--- config.mk ---
export PLATFORM = sky130hd
export DESIGN_NAME = kmbt_queue
export DESIGN_NICKNAME = d
export VERILOG_FILES = /design/src/rtl/kmbt_pkg.sv /design/src/rtl/kmbt_queue.sv
export VERILOG_INCLUDE_DIRS = /design/src /design/src/rtl
export SDC_FILE = /design/constraint.sdc
export NUM_CORES = 1
export LEC_CHECK = 0
export BUFFER_PORTS_ARGS = -buffer_cell sky130_fd_sc_hd__buf_2
export CORE_AREA = 2 2 42 44
export CTS_CLUSTER_SIZE = 24
export DETAILED_ROUTE_END_ITERATION = 6
export DIE_AREA = 0 0 44 46
export MAX_ROUTING_LAYER = met4
export PLACE_DENSITY_LB_ADDON = 0.05
export SYNTH_ARGS = -nofsm -noshare
export SYNTH_HDL_FRONTEND = slang
export SYNTH_SLANG_ARGS = --single-unit
--- constraint.sdc ---
create_clock -name clk_i -period 3.47 [get_ports clk_i]
set_input_delay 0.694 -clock clk_i [delete_from_list [all_inputs] [get_ports clk_i]]
set_output_delay 0.694 -clock clk_i [all_outputs]
set_load 0.02 [all_outputs]
--- src/rtl/keyed_max_bid_table_defines.svh ---
// assertion macros shared by the keyed max bid table rtl
// no dependencies; included by files that carry assertions
`ifndef KEYED_MAX_BID_TABLE_DEFINES_SVH
`define KEYED_MAX_BID_TABLE_DEFINES_SVH

`ifndef ASSERT_OFF
// condition on the left implies condition on the right in the same cycle
`define ASSERT_IMPLIES(lbl, clk, rstn, pre, con) \
  lbl: assert property (@(posedge clk) disable iff (!rstn) (pre) |-> (con)) \
    else $error("assertion failed");
// condition on the left implies condition on the right in the next cycle
`define ASSERT_NEXT(lbl, clk, rstn, pre, con) \
  lbl: assert property (@(posedge clk) disable iff (!rstn) (pre) |=> (con)) \
    else $error("assertion failed");
// condition never holds
`define ASSERT_NEVER(lbl, clk, rstn, cond) \
  lbl: assert property (@(posedge clk) disable iff (!rstn) !(cond)) \
    else $error("assertion failed");
`else
`define ASSERT_IMPLIES(lbl, clk, rstn, pre, con)
`define ASSERT_NEXT(lbl, clk, rstn, pre, con)
`define ASSERT_NEVER(lbl, clk, rstn, cond)
`endif

`endif

--- src/rtl/kmbt_pkg.sv ---
// shared types and constants for the keyed max bid table
// no dependencies
package kmbt_pkg;

  // fixed port widths
  localparam int OP_W     = 2;
  localparam int ID_W     = 6;
  localparam int AMT_IN_W = 32;

  // command queue depth
  localparam int QUEUE_DEPTH = 2;

  // opcodes on op_i
  localparam logic [OP_W-1:0] OP_SET    = 2'd0;
  localparam logic [OP_W-1:0] OP_REMOVE = 2'd1;
  localparam logic [OP_W-1:0] OP_QUERY  = 2'd2;

  // classified command kinds passed from front to back
  typedef enum logic [1:0] {
    K_SET,
    K_REMOVE,
    K_QUERY,
    K_MISS
  } kind_e;

  localparam int KIND_W = $bits(kind_e);

  // back end state
  typedef enum logic [1:0] {
    B_CLEAR,
    B_IDLE,
    B_SCAN,
    B_DRAIN
  } back_state_e;

  // queue fill status
  typedef struct packed {
    logic full;
    logic empty;
  } queue_status_t;

endpackage

--- src/rtl/kmbt_queue.sv ---
// small command queue between front and back ends
// depends on kmbt_pkg
`include "keyed_max_bid_table_defines.svh"
module kmbt_queue
  import kmbt_pkg::*;
#(
  parameter int WIDTH = 8,
  parameter int DEPTH = 2
) (
  input  logic             clk_i,
  input  logic             rst_ni,
  input  logic             push_i,
  input  logic [WIDTH-1:0] push_data_i,
  input  logic             pop_i,
  output logic [WIDTH-1:0] pop_data_o,
  output queue_status_t    status_o
);

  localparam int PW = (DEPTH > 1) ? $clog2(DEPTH) : 1;
  localparam int CW = $clog2(DEPTH + 1);

  logic [WIDTH-1:0] entry_q [DEPTH];
  logic [PW-1:0]    wr_ptr_q, wr_ptr_d;
  logic [PW-1:0]    rd_ptr_q, rd_ptr_d;
  logic [CW-1:0]    count_q, count_d;

  assign status_o.full  = (count_q == CW'(DEPTH));
  assign status_o.empty = (count_q == '0);
  assign pop_data_o     = entry_q[rd_ptr_q];

  // pointer and count update
  always_comb begin
    wr_ptr_d = wr_ptr_q;
    rd_ptr_d = rd_ptr_q;
    count_d  = count_q;
    if (push_i) begin
      wr_ptr_d = (wr_ptr_q == PW'(DEPTH - 1)) ? '0 : wr_ptr_q + PW'(1);
    end
    if (pop_i) begin
      rd_ptr_d = (rd_ptr_q == PW'(DEPTH - 1)) ? '0 : rd_ptr_q + PW'(1);
    end
    if (push_i && !pop_i) begin
      count_d = count_q + CW'(1);
    end else if (pop_i && !push_i) begin
      count_d = count_q - CW'(1);
    end
  end

  always_ff @(posedge clk_i or negedge rst_ni) begin
    if (!rst_ni) begin
      wr_ptr_q <= '0;
      rd_ptr_q <= '0;
      count_q  <= '0;
    end else begin
      wr_ptr_q <= wr_ptr_d;
      rd_ptr_q <= rd_ptr_d;
      count_q  <= count_d;
    end
  end

  // entry storage
  always_ff @(posedge clk_i) begin
    if (push_i) begin
      entry_q[wr_ptr_q] <= push_data_i;
    end
  end

  `ASSERT_NEVER(a_no_push_full, clk_i, rst_ni, push_i && !pop_i && status_o.full)
  `ASSERT_NEVER(a_no_pop_empty, clk_i, rst_ni, pop_i && status_o.empty)
  `ASSERT_NEXT(a_count_up, clk_i, rst_ni, push_i && !pop_i, count_q == $past(count_q) + CW'(1))

endmodule

==> flow_summary.yaml <==
routing:
  detail_route.vias_per_cell: 4.89
  ant_nets: 0
  routed-via-count: 401
  drt_first_pass_iters: 2
  drtIter0Drc: 1
  route.final.wire_length_um: 1050
  drc: 0
  route.detailed.wl_per_inst_um: 12.8
power:
  peakVddDrop_uv: 398
  power_leakage_nw: 0.381
  power_per_cell_area_nw_per_um2: 795
  totalPowerFinal_mw: 0.733
clock_network:
  numCtsBuffers: 3
  worst_setup_hold_path_clk_slew_ps: 100
  postCtsSetupBuffers: 0
  ctsLongestPathBuffers: 2
  cts.hold.buffers_added: 0
  worstSkewPairLatency_ps: 290
  post_cts_resize_count: 0
  clock_root_buffer_master: "sky130_fd_sc_hd__clkbuf_4"
  cts_tree: "built"
  cts.sinks: 20
  htree_num_levels: 1
placement:
  gp_routability_congestion: 0.610
  placed_wire_length_estimate_after_detailed_placement_um: 743
  placed_cell_area_um2: 886
  placement.io_buffers: 21
timing:
  drv_slew: 0
  finalSetupTns_ps: 0
  worst_pin_slew_ps: 711
  final_hold_viol_count: 0
  final-setup-viol-count: 0
  fmax_mhz: 475
  finalClockSkew_ps: 0.518
  timing.slew.headroom_pct: 52.5
  holdWs_ps: 189
  finalCritPeriodShare_pct: 60.7
  min_period_ps: 2110
  unrepaired_setup_endpoints_after_global_routing: "no"
die:
  initial_core_util_pct: 47.8
  rows: 15
  die_area_um2: 2020
  fp.dieW_um: 44
  coreArea_um2: 1610
  die_height_um: 46
  io_pins: 22
logic_synthesis:
  sequential_fraction_of_the_synthesis_area_pct: 75.3
  synth-adder-area-share_pct: 1.62
  ys_seq_elements: 20
  area_fraction_in_compound_gates_after_synthesis_pct: 0
  synthDistinctLibCells: 12
  synth-simple-area-share_pct: 3.73
  post_synth_xor_area_fraction_pct: 5.68
  mappedNetlistArea_um2: 771
  largest_family_of_logic_cells_by_synthesized_area: "multiplexers"
  postSynthCellCount: 41
  ys_warn_count: 0
  syn_nets: 54
  avgSynthCellArea_um2: 18.8
  muxShareOfSynthArea_pct: 11.7
grt:
  grt_first_pass_wirelength_um: 1700
  grt_antenna_before_repair: 0
  via_count_of_the_first_global_routing_pass: 372
  grt_overflow_total: 0
  maximum_number_of_pins_on_one_net_before_global_route_repair: 12
  global_router_s_overall_resource_usage_pct: 12.9
final_layout:
  layout-drive-gt1-share_pct: 52.3
  layout-area-overhead-vs-synth_pct: 19.6
  layout.nets: 79
  mostFrequentLayoutCell: "sky130_fd_sc_hd__buf_2"
  antennaDiodeCount: 0
  post-route-cell-area_um2: 922
  layout_common_cells: "sky130_fd_sc_hd__buf_2 (21), sky130_fd_sc_hd__edfxtp_1 (16), sky130_fd_sc_hd__mux2_2 (8)"
worst_setup_path:
  path_cells: "mux2_2, buf_2"
  critPathCapture: "pop_data_o[2]"
  setup.worst_path.end_class: "output port"
  r2r_start: "wr_ptr_q"
  register_to_register_path_depth: 1
  setup.reg_to_reg.worst_slack_ps: 2130
  critPathKind: "reg -> out"
  critPathLaunchType: "register"
  r2r_end: "entry_q[0][4]"
  worstPathRequired_ps: 2780
  worstSetupStartpoint: "rd_ptr_q"
  timing.critical_path.arrival_ps: 1410
  critPathMaxFanout: 9
  critPathMaxStageDelay_ps: 590
  cell_with_the_biggest_individual_delay_on_the_critical_path: "sky130_fd_sc_hd__dfrtp_1"
min_path:
  min-delay-path-class: "in -> async"
job:
  max-cap-violations: 0
outcome:
  outcome: "completed"
synth_stat cells:
master	instances	share of area [%]
sky130_fd_sc_hd__edfxtp_1	16	62
sky130_fd_sc_hd__mux2_2	8	12
sky130_fd_sc_hd__dfrtp_1	4	13
sky130_fd_sc_hd__xor2_1	4	4.5
sky130_fd_sc_hd__nor2_1	2	0.97
sky130_fd_sc_hd__and2_1	1	0.81
sky130_fd_sc_hd__and2b_2	1	1.1
sky130_fd_sc_hd__buf_6	1	1.5
sky130_fd_sc_hd__ha_1	1	1.6
sky130_fd_sc_hd__inv_1	1	0.49
sky130_fd_sc_hd__nor2b_1	1	0.81
sky130_fd_sc_hd__xnor2_1	1	1.1
report_power, final:
part	internal (mW)	leakage [nW]	switching, mW	total [mW]
Clock	0.0638	0.0210	0.0651	0.129
Sequential	0.326	0.197	0.0442	0.370
Combinational	0.105	0.164	0.128	0.234
Total	0.495	0.381	0.238	0.733
layout make-up:
cell class	count	area (µm²)
Fill cell	152	692
Sequential cell	20	581
Multi-Input combinational cell	19	175
Timing Repair Buffer	21	105
Clock buffer	4	36.3
Tap cell	17	21.3
Inverter	1	3.75
kinds of logic after synthesis:
family        after synthesis
simple gates                5
buf+inv                     2
fa+ha+maj                   1
flops                      20
mux                         8
xor+xnor                    5
routing by layer:
metal  global-route usage (%)  routed length (µm)
met5                        -                   0
met4                     9.09                  10
met3                     2.38                  56
met2                     19.4                 530
met1                     15.7                 450
through the flow:
step | util (%) | instances | setup WS, ps
after CTS | 57.1 | 82 | 1330
final | 57.1 | 82 | 1360
after detailed placement | 54.9 | 78 | 1660
after global placement | 54.9 | 78 | 1670
after global routing | 57.1 | 82 | 1270
after floorplan | - | 41 | 1940
critical path: cells and delay by family (launching register included):
| kind | cells | cell delay (ps) |
|---|---|---|
| DFF | 1 | 590 |
| buffers and inverters | 1 | 160 |
| muxes | 1 | 380 |
registers in the layout (all words and copies together) (netlist names):
| signal | flops |
|---|---|
| rd_ptr_q | 1 |
| entry_q | 16 |
| wr_ptr_q | 1 |
| count_q | 2 |
worst min path at each step:
| stage | cells past startpoint | from | slack [ps] | end |
|---|---|---|---|---|
| 6_report | 1 | rst_ni | 190 | wr_ptr_q |
| 5_1_grt | 1 | rst_ni | 170 | rd_ptr_q |
| 4_1_cts | 1 | rst_ni | 180 | count_q[0] |
| 3_5_place_dp | 1 | wr_ptr_q | 480 | wr_ptr_q |
| 3_3_place_gp | 1 | count_q[1] | 480 | count_q[1] |
| 2_1_floorplan | 0 | rst_ni | 400 | count_q[0] |
No activity file was read; power rests on OpenSTA's default activity.
