<file path="src/rtl/keyed_max_bid_table_defines.svh">
// assertion macros shared by the keyed max bid table rtl
// no dependencies; included by files that carry assertions
`ifndef KEYED_MAX_BID_TABLE_DEFINES_SVH
`define KEYED_MAX_BID_TABLE_DEFINES_SVH

`ifndef ASSERT_OFF
// condition on the left implies condition on the right in the same cycle
`define ASSERT_IMPLIES(lbl, clk, rstn, pre, con) \
  lbl: assert property (@(posedge clk) disable iff (!rstn) (pre) |-> (con)) \
    else $error("assertion failed");
// condition on the left implies condition on the right in the next cycle
`define ASSERT_NEXT(lbl, clk, rstn, pre, con) \
  lbl: assert property (@(posedge clk) disable iff (!rstn) (pre) |=> (con)) \
    else $error("assertion failed");
// condition never holds
`define ASSERT_NEVER(lbl, clk, rstn, cond) \
  lbl: assert property (@(posedge clk) disable iff (!rstn) !(cond)) \
    else $error("assertion failed");
`else
`define ASSERT_IMPLIES(lbl, clk, rstn, pre, con)
`define ASSERT_NEXT(lbl, clk, rstn, pre, con)
`define ASSERT_NEVER(lbl, clk, rstn, cond)
`endif

`endif

</file>
<file path="src/rtl/kmbt_pkg.sv">
// shared types and constants for the keyed max bid table
// no dependencies
package kmbt_pkg;

  // fixed port widths
  localparam int OP_W     = 2;
  localparam int ID_W     = 6;
  localparam int AMT_IN_W = 32;

  // command queue depth
  localparam int QUEUE_DEPTH = 2;

  // opcodes on op_i
  localparam logic [OP_W-1:0] OP_SET    = 2'd0;
  localparam logic [OP_W-1:0] OP_REMOVE = 2'd1;
  localparam logic [OP_W-1:0] OP_QUERY  = 2'd2;

  // classified command kinds passed from front to back
  typedef enum logic [1:0] {
    K_SET,
    K_REMOVE,
    K_QUERY,
    K_MISS
  } kind_e;

  localparam int KIND_W = $bits(kind_e);

  // back end state
  typedef enum logic [1:0] {
    B_CLEAR,
    B_IDLE,
    B_SCAN,
    B_DRAIN
  } back_state_e;

  // queue fill status
  typedef struct packed {
    logic full;
    logic empty;
  } queue_status_t;

endpackage

</file>
<file path="src/rtl/kmbt_front.sv">
// front end: classifies accepted commands and computes table addresses
// depends on kmbt_pkg
module kmbt_front
  import kmbt_pkg::*;
#(
  parameter int NUM_USERS   = 64,
  parameter int NUM_ITEMS   = 64,
  parameter int AMOUNT_BITS = 32,
  parameter int AW          = 12
) (
  input  logic                   accept_i,
  input  logic [OP_W-1:0]        op_i,
  input  logic [ID_W-1:0]        user_i,
  input  logic [ID_W-1:0]        item_i,
  input  logic [AMT_IN_W-1:0]    amount_i,
  output logic                   push_o,
  output kind_e                  kind_o,
  output logic [AW-1:0]          addr_o,
  output logic [AMOUNT_BITS-1:0] amount_o
);

  localparam int XW = AW + ID_W + 1;

  logic          user_ok;
  logic          item_ok;
  logic [XW-1:0] slot;

  // range checks against the table dimensions
  assign user_ok = 32'(user_i) < 32'(NUM_USERS);
  assign item_ok = 32'(item_i) < 32'(NUM_ITEMS);

  // slot address; a query starts at the item's first user
  assign slot = XW'(item_i) * XW'(NUM_USERS) + ((op_i == OP_QUERY) ? XW'(0) : XW'(user_i));

  assign addr_o   = slot[AW-1:0];
  assign amount_o = AMOUNT_BITS'(amount_i);

  // classification; ignored commands are dropped here
  always_comb begin
    push_o = 1'b0;
    kind_o = K_MISS;
    case (op_i)
      OP_SET: begin
        push_o = accept_i && user_ok && item_ok;
        kind_o = K_SET;
      end
      OP_REMOVE: begin
        push_o = accept_i && user_ok && item_ok;
        kind_o = K_REMOVE;
      end
      OP_QUERY: begin
        push_o = accept_i;
        kind_o = item_ok ? K_QUERY : K_MISS;
      end
      default: begin
        push_o = 1'b0;
      end
    endcase
  end

endmodule

</file>
<file path="config.mk">
export PLATFORM = sky130hd
export DESIGN_NAME = kmbt_front
export DESIGN_NICKNAME = d
export VERILOG_FILES = /design/src/rtl/keyed_max_bid_table_defines.svh /design/src/rtl/kmbt_pkg.sv /design/src/rtl/kmbt_front.sv
export SDC_FILE = /design/constraint.sdc
export NUM_CORES = 1
export LEC_CHECK = 0
export BUFFER_PORTS_ARGS = -buffer_cell sky130_fd_sc_hd__buf_2
export CORE_MARGIN = 3
export CORE_UTILIZATION = 23
export DETAILED_ROUTE_END_ITERATION = 12
export GPL_TIMING_DRIVEN = 0
export PLACE_DENSITY = 0.95
export SLEW_MARGIN = 20
export SYNTH_ARGS = -nofsm -noshare
export SYNTH_HDL_FRONTEND = slang
export SYNTH_SLANG_ARGS = --single-unit
</file>
<file path="constraint.sdc">
create_clock -name vclk -period 0.8
set_input_delay 0 -clock vclk [all_inputs]
set_output_delay 0 -clock vclk [all_outputs]
set_load 0.01 [all_outputs]
</file>
==> results.md, run 1 <==
* Crit path time final at 0.551 ns
* List of most frequent post-synthesis cells: buf_4, and2_1, clkbuf_1
* Final Max Slew Viols at 0
* Avg WL per Cell at 9.96 um
* Final hold vios at 0
* Area growth, synth to finish at 84.5%
* Netlist cell types at 6
* Cell Area, Placed at 653 um^2
* Top Family by Delay on Critical Path: simple AND/OR/NAND/NOR gates
* Register area share after synthesis at 0
* Layout fillers at 148
* Slew @ Worst Pin at 0.133 ns
* Top cell type's share of synthesized area at 0.806
* Status: completed
* ANT nets after route at 0
* WHS Path Cells at 2
* Ports at 94
* PostCTS Resize Cnt at 0
* Synthesized netlist cell count at 48
* Hold buffers post-CTS at 0
* RSZ-0062 raised after global routing: false
* Hold EP: amount_o[1]
* Initial antenna violation count at 0
* Chip width at 45.2 um
* Critical Path AT at 0.55 ns
* Stages on worst setup path at 4
* Vias in the first global route at 375
* Pwr/cell area at 580 nW/um^2
* Hold_sp: amount_i[1]
* Yosys warnings at 0
* Iter 0 DRT Violations at 0
* Fin Hold WS at 0.183 ns
* Worst Path Buf+Inv at 2
* Count leader, synth: buf_4
* Core Area at 1370 um^2
* FF/Latch Area at 0 um^2
* GRT overflow at 0
* Crit Path Max Fanout at 6
* Fin area at 653 um^2
* # Post-CTS Setup Buffers at 0
* Ant. Diodes at 0
* Via count at 432
* Drt via density at 3.63
* Die Y at 45.2 um
* First-pass detailed-route iteration total at 1
* Rel. slew slack at 0.911
* Setup TNS at 0 ns
* FF+latch count at 0
* Layout cells sized above 1 at 0.923
* FP Rows at 13
* Avg Inst Size Synth at 7.38 um^2
* Total die area at 2050 um^2
* Hold Crit Class: input pin to output pin
* Syn_nets at 95
* Cell mode on critical path: buf_2
* Layout clock buffer count at 0
* Worst setup SP type: input pin
* Total wire length at 1190 um
* Final Cycle Share at 0.689
* Slowest library cell on the worst path: nand2b_4
* Largest net degree at the start of global routing at 7
* First-pass GRT wire length at 1380 um
* Setup-failing EPs final at 0
* Area occupied by multi-input gates at 61.3 um^2
* Leak at 0.436 nW
* I/O Buffers at 56
* Area contributors post-synth: buf_4, and2_1, nand2b_4, and2_4, a21boi_0
* WS Path Type: input pin to output pin
* Data required, critical path at 0.80 ns
* Gpl congestion at 0.622
* Drt drc at 0
* Crit path from: op_i[0]
* Critical path's largest stage delay at 0.15 ns
* Synth area leader: buf_4
* Worst setup EP type: output pin
* CP cell instances: buf_2, nand2b_4, and2_1, buf_2
* F_max at 1820 MHz
* Overall routing resource usage at 0.0833
* Post-Synthesis Cell Area at 354 um^2
* Initial core utilization at 0.259
* Nets at 153
* Max-Cap Viols at 0
* Peak VDD IR at 0.000236 V
## through the flow
step | util | std cells | setup slack, ns | power (mW)
6_report | 0.478 | 119 | 0.249 | 0.379
5_1_grt | 0.478 | 119 | 0.214 | 0.409
4_1_cts | 0.478 | 119 | 0.240 | 0.385
3_5_place_dp | 0.478 | 119 | 0.244 | 0.384
3_3_place_gp | 0.478 | 119 | 0.261 | 0.380
2_1_floorplan | - | 48 | 0.492 | 0.240
## cell families after synthesis
family | count (synthesis) | share of synthesized area
AND/OR/NAND/NOR | 7 | 0.152
AO/OA/AOI/OAI | 1 | 0.0212
buffers and inverters | 40 | 0.827
## layout make-up
cell class,count,area share
plain buffers,40,0.448
repair buffers,56,0.429
multi-input cells,8,0.0939
well taps,15,0.0287
## report_power, final
| part | switching (mW) | internal, mW | total (mW) |
|---|---|---|---|
| Clock | 0 | 0 | 0 |
| Combinational | 0.146 | 0.233 | 0.379 |
| Sequential | 0 | 0 | 0 |
## placed cells by master (no fill, tap or decap)
master,synthesis,routed
buf_2,0,56
buf_4,38,38
and2_1,5,5
clkbuf_1,2,2
nand2b_4,1,1
and2_4,1,1
a21boi_0,1,1
## metal layers
metal / GRT usage / up-vias / share of wire
li1: - / 217 / -
met1: 0.0729 / 168 / 0.21
met2: 0.192 / 47 / 0.58
met3: 0.0159 / 0 / 0.21
met4: 0 / 0 / 0
met5: 0 / - / 0
## worst max path at each step
stage	to	slack (ns)
CTS	addr_o[3]	0.24
floorplan	addr_o[0]	0.49
finish	addr_o[3]	0.25
global route	addr_o[3]	0.21
detailed placement	addr_o[3]	0.24
global placement	addr_o[4]	0.26
Power figures use the tool's default switching activity.
==> inputs of run 2 (changes only) <==
- ABC_AREA: not set -> 1
- CORE_UTILIZATION: 23 -> 22
- PLACE_DENSITY: 0.95 -> 0.93
==> run 2 against run 1 <==
Critical path depth fell by 1. First-iteration DRC count did not move. Setup slack improved by 0.072 ns. Sequential cell count did not move. Clock-buffer cell count did not move. Critical endpoint is now push_o. Highest routed layer unchanged.
==> results.md, run 2 <==
* Leak at 0.458 nW
* Layout fillers at 148
* Hold buffers post-CTS at 0
* Peak VDD IR at 0.000237 V
* Syn_nets at 101
* Slew @ Worst Pin at 0.151 ns
* Iter 0 DRT Violations at 0
* Ant. Diodes at 0
* Drt via density at 3.88
* Initial core utilization at 0.252
* Ports at 94
* FP Rows at 13
* PnR Total Power at 380 uW
* Gpl congestion at 0.709
* Layout clock buffer count at 0
* Avg WL per Cell at 10.0 um
* Initial antenna violation count at 0
* I/O Buffers at 56
* Register area share after synthesis at 0
* First-pass detailed-route iteration total at 1
* Chip width at 46.3 um
* ANT nets after route at 0
* Die Y at 46.3 um
* WS Path Type: input pin to output pin
* Hold Crit Class: input pin to output pin
* RSZ-0062 raised after global routing: false
* Fin Hold WS at 0.184 ns
* FF+latch count at 0
* Total wire length at 1250 um
* Core Area at 1420 um^2
* Synthesized netlist cell count at 54
* # Post-CTS Setup Buffers at 0
* Layout cells sized above 1 at 0.855
* Post-Synthesis Cell Area at 357 um^2
* Final Max Slew Viols at 0
* Yosys warnings at 0
* Crit path time final at 0.479 ns
* Status: completed
* Final Cycle Share at 0.598
* F_max at 2090 MHz
* Area occupied by multi-input gates at 37.5 um^2
* First-pass GRT wire length at 1480 um
* Most common cell after layout, fill and taps aside: buf_2
* Overall routing resource usage at 0.0889
* Setup-failing EPs final at 0
* Crit Path Max Fanout at 8
* Netlist cell types at 5
* Most frequent cells in the layout: buf_2, buf_4, inv_1
* Pwr/cell area at 580 nW/um^2
* Drt drc at 0
* FF/Latch Area at 0 um^2
* PostCTS Resize Cnt at 0
* Final core utilization at 0.463
* Count leader, synth: buf_4
* Total die area at 2140 um^2
* GRT overflow at 0
* Data required, critical path at 0.80 ns
* Largest net degree at the start of global routing at 9
* Rel. slew slack at 0.899
* Avg Inst Size Synth at 6.60 um^2
* Setup TNS at 0 ns
* List of most frequent post-synthesis cells: buf_4, inv_1, a21oi_1
* Max-Cap Viols at 0
* Dpl hpwl at 1240 um
* Top cell type's share of synthesized area at 0.800
* Synth area leader: buf_4
* Area growth, synth to finish at 83.9%
* Worst setup EP type: output pin
* Critical Path AT at 0.48 ns
* Via count at 485
* Worst setup SP type: input pin
* Nets at 159
* Final hold vios at 0
* Vias in the first global route at 401
* Area contributors post-synth: buf_4, a21oi_1, inv_1, a21boi_0, clkbuf_1
==> run 2: changes by cell type after synthesis <==
cell and delta:
and2_4 -1, nand2b_4 -1, a21oi_1 +6, inv_1 +7, and2_1 -5
==> run 2: power by group <==
group | total, mW | internal [mW] | switching [mW]
sequential | 0 | 0 | 0
clock | 0 | 0 | 0
combinational | 0.380 | 0.225 | 0.155
==> run 2: cells by family after synthesis <==
logic type	Yosys count	share of synthesized area
buffers and inverters	47	0.895
AOI/OAI and AO/OA	7	0.105
==> run 2: final timing paths <==
kind	endpoint	cells after the start	from	slack (ns)
setup / recovery	push_o	3	op_i[1]	0.32
hold / removal	amount_o[16]	2	amount_i[16]	0.18
==> run 2: metal layers <==
metal / vias to the layer above / part of all wire / GRT usage
met5: - / 0 / 0
met4: 0 / 0 / 0
met3: 0 / 0.22 / 0.0156
met2: 55 / 0.59 / 0.231
met1: 196 / 0.19 / 0.0568
li1: 234 / - / -
==> run 2: cell type report <==
cell class	instances	area share
Tap cell	15	0.0286
Inverter	7	0.0401
Multi-Input combinational cell	7	0.0573
Timing Repair Buffer	56	0.427
Buffer	40	0.447
==> run 2: worst max-delay path, stage by stage <==
cell and delay [ns]:
buf_2 0.14, a21boi_0 0.18, buf_2 0.16
==> run 2: stage by stage <==
step	worst slack [ns]	cells	area (um^2)
finish	0.321	125	656
global route	0.272	125	656
CTS	0.319	125	656
detailed placement	0.319	125	656
global placement	0.350	125	656
floorplan	0.500	54	357
